<file path="src/design/assert_macros.svh">
// Assertion macros shared by the bencode checker RTL.
`ifndef ASSERT_MACROS_SVH
`define ASSERT_MACROS_SVH

// Same-cycle implication, sampled on clk, off while rst_n is low.
`define BPBC_ASSERT_IMP(lbl, ante, cons, msg) \
  lbl: assert property (@(posedge clk) disable iff (!rst_n) (ante) |-> (cons)) \
    else $error(msg);

// Next-cycle implication, sampled on clk, off while rst_n is low.
`define BPBC_ASSERT_NXT(lbl, ante, cons, msg) \
  lbl: assert property (@(posedge clk) disable iff (!rst_n) (ante) |=> (cons)) \
    else $error(msg);

`endif

</file>
<file path="src/design/bpbc_pkg.sv">
// Types, codes and constants of the bencode prefix budget checker.
package bpbc_pkg;

  localparam int LENGTH_BITS = 20;
  localparam int CNT_W       = LENGTH_BITS + 1;
  localparam int NEED_W      = CNT_W + 1;
  localparam int TOTAL_W     = NEED_W + 1;
  localparam int CFG_ADDR_W  = 2;
  localparam int CFG_DATA_W  = 32;

  localparam logic [CNT_W-1:0] CNT_CAP = CNT_W'(1) << LENGTH_BITS;

  localparam logic [CFG_ADDR_W-1:0] ADDR_MAX_LENGTH = 2'd0;

  localparam logic [7:0] CH_E     = 8'h65;
  localparam logic [7:0] CH_I     = 8'h69;
  localparam logic [7:0] CH_L     = 8'h6c;
  localparam logic [7:0] CH_D     = 8'h64;
  localparam logic [7:0] CH_COLON = 8'h3a;
  localparam logic [7:0] CH_ZERO  = 8'h30;
  localparam logic [7:0] CH_NINE  = 8'h39;

  typedef enum logic [2:0] {
    ST_OK       = 3'd0,
    ST_SYNTAX   = 3'd1,
    ST_BUDGET   = 3'd2,
    ST_IGNORED  = 3'd3,
    ST_OVERFLOW = 3'd4
  } status_t;

  typedef enum logic [1:0] {
    FR_LIST   = 2'd0,
    FR_DICT_K = 2'd1,
    FR_DICT_V = 2'd2
  } frame_t;

  typedef enum logic [3:0] {
    PH_NONE     = 4'b0001,
    PH_INT      = 4'b0010,
    PH_STR_LEN  = 4'b0100,
    PH_STR_BODY = 4'b1000
  } phase_t;

  typedef struct packed {
    logic [7:0] char_byte;
    logic       is_last;
  } in_word_t;

  typedef struct packed {
    status_t                status;
    logic [LENGTH_BITS-1:0] good_length;
    logic                   verdict_ok;
    logic                   verdict_valid;
  } out_word_t;

  typedef struct packed {
    logic   en;
    logic   clear;
    logic   push;
    logic   pop;
    frame_t top_nxt;
  } stk_ctl_t;

  function automatic logic [1:0] close_cost(frame_t f);
    return (f == FR_DICT_K) ? 2'd3 : 2'd1;
  endfunction

endpackage

</file>
<file path="src/design/bpbc_ram.sv">
// Generic single-write, single-read RAM with registered read data.
module bpbc_ram #(
  parameter int WIDTH = 2,
  parameter int DEPTH = 64
) (
  input  logic                     clk,
  input  logic                     we,
  input  logic [$clog2(DEPTH)-1:0] waddr,
  input  logic [WIDTH-1:0]         wdata,
  input  logic [$clog2(DEPTH)-1:0] raddr,
  output logic [WIDTH-1:0]         rdata
);

  logic [WIDTH-1:0] mem [DEPTH];
  logic [WIDTH-1:0] rdata_r;

  always_ff @(posedge clk) begin
    if (we) begin
      mem[waddr] <= wdata;
    end
    rdata_r <= mem[raddr];
  end

  assign rdata = rdata_r;

endmodule

</file>
<file path="src/design/bpbc_frame_stack.sv">
// Frame stack: top and second entries in registers, deeper entries in RAM.
`include "assert_macros.svh"

module bpbc_frame_stack #(
  parameter int DEPTH = 64
) (
  input  logic                       clk,
  input  logic                       rst_n,
  input  bpbc_pkg::stk_ctl_t         ctl,
  output bpbc_pkg::frame_t           top,
  output bpbc_pkg::frame_t           below,
  output logic [$clog2(DEPTH+1)-1:0] level
);

  localparam int LVL_W  = $clog2(DEPTH + 1);
  localparam int ADDR_W = $clog2(DEPTH);

  logic [LVL_W-1:0]  level_r, level_nxt;
  bpbc_pkg::frame_t  top_r, sec_r, byp_data_r, third;
  logic              byp_r;
  logic              wr_en;
  logic [LVL_W-1:0]  wr_lvl, rd_lvl;
  logic [ADDR_W-1:0] wr_addr, rd_addr;
  logic [1:0]        rd_data;

  always_comb begin
    level_nxt = level_r;
    if (ctl.en) begin
      if (ctl.clear) begin
        level_nxt = '0;
      end else if (ctl.push) begin
        level_nxt = level_r + LVL_W'(1);
      end else if (ctl.pop) begin
        level_nxt = level_r - LVL_W'(1);
      end
    end
  end

  // second entry spills to RAM on push; RAM read tracks the entry under second
  assign wr_en   = ctl.en && !ctl.clear && ctl.push && (level_r >= LVL_W'(2));
  assign wr_lvl  = level_r - LVL_W'(2);
  assign wr_addr = wr_lvl[ADDR_W-1:0];
  assign rd_lvl  = level_nxt - LVL_W'(3);
  assign rd_addr = rd_lvl[ADDR_W-1:0];

  bpbc_ram #(
    .WIDTH (2),
    .DEPTH (DEPTH)
  ) u_ram (
    .clk   (clk),
    .we    (wr_en),
    .waddr (wr_addr),
    .wdata (sec_r),
    .raddr (rd_addr),
    .rdata (rd_data)
  );

  // entry under the second one: RAM data, or the word written in the last cycle
  assign third = byp_r ? byp_data_r : bpbc_pkg::frame_t'(rd_data);

  always_ff @(posedge clk) begin
    if (!rst_n) begin
      level_r <= '0;
      byp_r   <= 1'b0;
    end else begin
      level_r <= level_nxt;
      byp_r   <= wr_en && (wr_addr == rd_addr);
    end
  end

  always_ff @(posedge clk) begin
    byp_data_r <= sec_r;
    if (ctl.en) begin
      top_r <= ctl.top_nxt;
      if (ctl.push) begin
        sec_r <= top_r;
      end else if (ctl.pop) begin
        sec_r <= third;
      end
    end
  end

  assign top   = top_r;
  assign below = sec_r;
  assign level = level_r;

  `BPBC_ASSERT_IMP(a_no_push_full, ctl.en && !ctl.clear && ctl.push, level_r < LVL_W'(DEPTH), "push on full stack")
  `BPBC_ASSERT_IMP(a_no_pop_empty, ctl.en && !ctl.clear && ctl.pop, level_r != '0, "pop on empty stack")

endmodule
</file>
<file path="config.mk">
export PLATFORM = sky130hd
export DESIGN_NAME = bpbc_frame_stack
export DESIGN_NICKNAME = d
export VERILOG_FILES = /design/src/design/bpbc_pkg.sv /design/src/design/bpbc_ram.sv /design/src/design/bpbc_frame_stack.sv
export VERILOG_INCLUDE_DIRS = /design/src /design/src/design
export SDC_FILE = /design/constraint.sdc
export NUM_CORES = 1
export LEC_CHECK = 0
export ABC_AREA = 1
export BUFFER_PORTS_ARGS = -buffer_cell sky130_fd_sc_hd__buf_2
export CAP_MARGIN = 40
export CORE_ASPECT_RATIO = 1.75
export CORE_UTILIZATION = 38
export DETAILED_ROUTE_END_ITERATION = 10
export PLACE_DENSITY = 0.62
export SLEW_MARGIN = 10
export SYNTH_ARGS = -nofsm -noshare
export SYNTH_HDL_FRONTEND = slang
export SYNTH_SLANG_ARGS = --single-unit
</file>
<file path="constraint.sdc">
create_clock -name clk -period 2.5 [get_ports clk]
set_input_delay 0.25 -clock clk [delete_from_list [all_inputs] [get_ports clk]]
set_output_delay 0.25 -clock clk [all_outputs]
set_load 0.005 [all_outputs]
</file>
==> flow_summary.yaml <==
timing:
  drv_slew: 0
  min_period_ns: 2.345
  rsz0062_at_grt: "no"
  worst_pin_slew_ns: 0.7234
  finalSetupViolations: 0
  timing.fmax_ghz: 0.4264
  final.setup_skew_ns: 0.007109
  relSlewSlack: 0.5178
  finalSetupTns_ns: 0
  timing.final.hold_violations: 0
  fin_crit_sh: 0.9381
clock_tree:
  clk_pin_slew_ns: 0.06
  cts_max_path_buffers: 2
  clkSinkCount: 144
  clk_latency_ns: 0.43
  htree_num_levels: 4
  cts_setup_buffers: 0
  cts_root_buf: "clkbuf_16"
  cts_tree: "built"
  cts_made_buffers: 17
critical_path:
  path_cells: "inv_1 > buf_4 > ha_1 > nand3_1 > nor3_1 > o21ai_0 > nand3_1 > inv_1 > nand3_1 > buf_4 > nor2_1"
  cp-start-kind: "flip-flop"
  crit_path_end: "u_ram.mem[3][1]"
  reg2reg_from: "level[1]"
  critical_path.max_stage_delay_ns: 0.32
  path_class: "reg -> reg"
  cp_data_arrival_time_ns: 2.45
  rr_worst_depth: 11
  crit_start: "level[1]"
  rrSetupSlack_ns: 0.15
  required_ns: 2.61
  cpMaxStageDelayCell: "dfxtp_1"
  endpoint_kind: "flip-flop"
  path_max_fanout: 6
  cpMostUsedCell: "nand3_1"
  worstReg2RegEnd: "u_ram.mem[3][1]"
logic_synthesis:
  synth-main-ff-cell: "edfxtp_1"
  yosysMostFrequentCell: "nand2_1"
  syn_inst: 814
  ys_seq_elements: 144
  yosys.area.top_type: "edfxtp_1"
  synth-seq-area-share: 0.5817
  netlist_area_um2: 7227
  synthTopCellsByCount: "nand2_1, edfxtp_1, inv_1"
  synth-edff-count: 132
  syn_nets: 831
  syn_avg_cell_area_um2: 8.878
  synth_top_area_frac: 0.5485
  yosysWarnings: 0
  synth_cell_types: 29
  yosys-top-cells-area: "edfxtp_1, nand2_1, nand3_1"
  synthArstFlopShare: 0
pwr:
  pwr-share-clk: 0.400
  vdd_drop_max_mv: 0.5921
  seqPwrFrac: 0.448
  power_switching_mw: 1.649
  power_density_nw_per_um2: 727.3
  swShare: 0.2689
  power.internal_mw: 4.483
  comb_power_share: 0.152
  p_leak_nw: 3.652
global_routing:
  grt_max_degree: 39
  grt_overflow_total: 0
  grt_use_met2: 0.3855
  antenna_found_initial: 0
  grt.total_usage: 0.2057
  grt_pass1_wl_um: 29770
  grt-busiest-layer: "met2"
  grt_pass1_vias: 5630
  use_met3: 0.03076
  grtUsageMet1: 0.2096
floorplanning:
  die_w_um: 106.2
  die_height_um: 184.4
  num_rows: 66
  initial_core_util: 0.3890
  dieArea_um2: 19590
  core_um2: 18580
  ios: 19
job:
  maxCapViolCount: 0
placement:
  dp_hpwl_um: 12780
  placed_cell_area_um2: 7821
  place.gp.congestion: 0.9518
  io_buffers: 18
routing:
  drc_errors: 0
  vias: 5643
  ant_nets: 0
  drt_iter0_markers: 400
  viasPerCell: 5.047
  wl_per_cell_um: 17.03
  dr.pass1.iters: 4
  routed_wl_um: 19050
finish:
  diodes: 0
  fin_nets: 884
  final_area_um2: 8431
  drive_gt1_frac: 0.1250
  syn2layout_area_growth_pct: 16.66
min_path:
  hold_path.class: "in -> reg"
outcome:
  run_status: "completed"
[placed cells by master (no fill, tap or decap), types with 7 or more instances in the layout]
cell type / n
nand2_2: 8
clkbuf_16: 17
nand2_1: 235
ha_1: 8
a21oi_1: 9
nor2_1: 79
edfxtp_1: 132
dfxtp_1: 12
buf_2: 18
inv_1: 122
o21ai_1: 7
buf_4: 38
nand3_1: 119
nand3b_1: 20
[critical path: cells and delay by family, from the launching register on]
kind	cells	cell delay, ns
AOI/OAI and AO/OA	1	0.08
adders and majority gates	1	0.23
buffers and inverters	4	0.61
DFF	1	0.32
and+or+nand+nor	5	0.79
[cells by family (layout without fill, tap and decap cells)]
| kind of cell | after synthesis | count (layout) | synth area share |
|---|---|---|---|
| XOR/XNOR | 7 | 7 | 0.008484 |
| adder cells (fa/ha/maj) | 9 | 9 | 0.01558 |
| flip-flops | 144 | 144 | 0.5817 |
| AND/OR/NAND/NOR | 473 | 473 | 0.2843 |
| buffers and inverters | 157 | 223 | 0.09210 |
| AO/OA/AOI/OAI | 24 | 24 | 0.01783 |
[routing by layer]
metal / vias to the layer above / routed length (um)
met2: 157 / 10270
li1: 2740 / -
met5: - / 0
met1: 2697 / 6967
met3: 49 / 823
met4: 0 / 984
[per-stage QoR]
step | instances | hold WS, ns | total power [mW] | util | worst slack, ns
6_report | 1118 | 0.2175 | 6.132 | 0.4537 | 0.1547
5_1_grt | 1118 | 0.2366 | 6.376 | 0.4537 | 0.01236
2_1_floorplan | 814 | 0.3489 | 3.381 | - | 0.07466
3_5_place_dp | 1084 | 0.4287 | 3.722 | 0.4209 | 0.07894
3_3_place_gp | 1084 | 0.4371 | 3.720 | 0.4209 | 0.1093
4_1_cts | 1118 | 0.2092 | 6.169 | 0.4527 | 0.05121
[how the worst min path moves through the flow]
| stage | to | slack [ns] | start | depth (start not counted) |
|---|---|---|---|---|
| CTS | level[2] | 0.21 | rst_n | 3 |
| finish | level[3] | 0.22 | rst_n | 3 |
| global placement | top[0] | 0.44 | ctl[0] | 1 |
| detailed placement | top[1] | 0.43 | ctl[1] | 1 |
| floorplan | top[0] | 0.35 | ctl[0] | 0 |
| global route | level[0] | 0.24 | rst_n | 3 |
[registers in the layout, summed over array words and instances (netlist names)]
signal / count
u_ram.rdata: 2
u_ram.mem: 128
byp_r: 1
level: 7
below: 2
top: 2
byp_data_r: 2
[power by group through the flow]
stage                     Clock, mW  Sequential [mW]  Combinational [mW]
after floorplan                   0             2.82               0.563
after global routing           2.59             2.75                1.03
after detailed placement          0             2.80               0.922
final                          2.45             2.75               0.932
after CTS                      2.49             2.75               0.930
after global placement            0             2.80               0.920
[what timing repair did]
action / CTS / global route
gates resized for setup: 0 / 6
hold buffers: 2 / 0
setup endpoints to repair: 0 / 3
endpoints found under the hold margin: 2 / 0
[area by class of cell]
class	count	area, um2
Multi-Input combinational cell	513	2372
Tap cell	238	297.8
Clock inverter	13	137.6
Sequential cell	144	4204
Fill cell	1791	10150
Clock buffer	19	432.9
Timing Repair Buffer	63	495.5
Inverter	128	490.5
(Power assumes the default switching activity.)
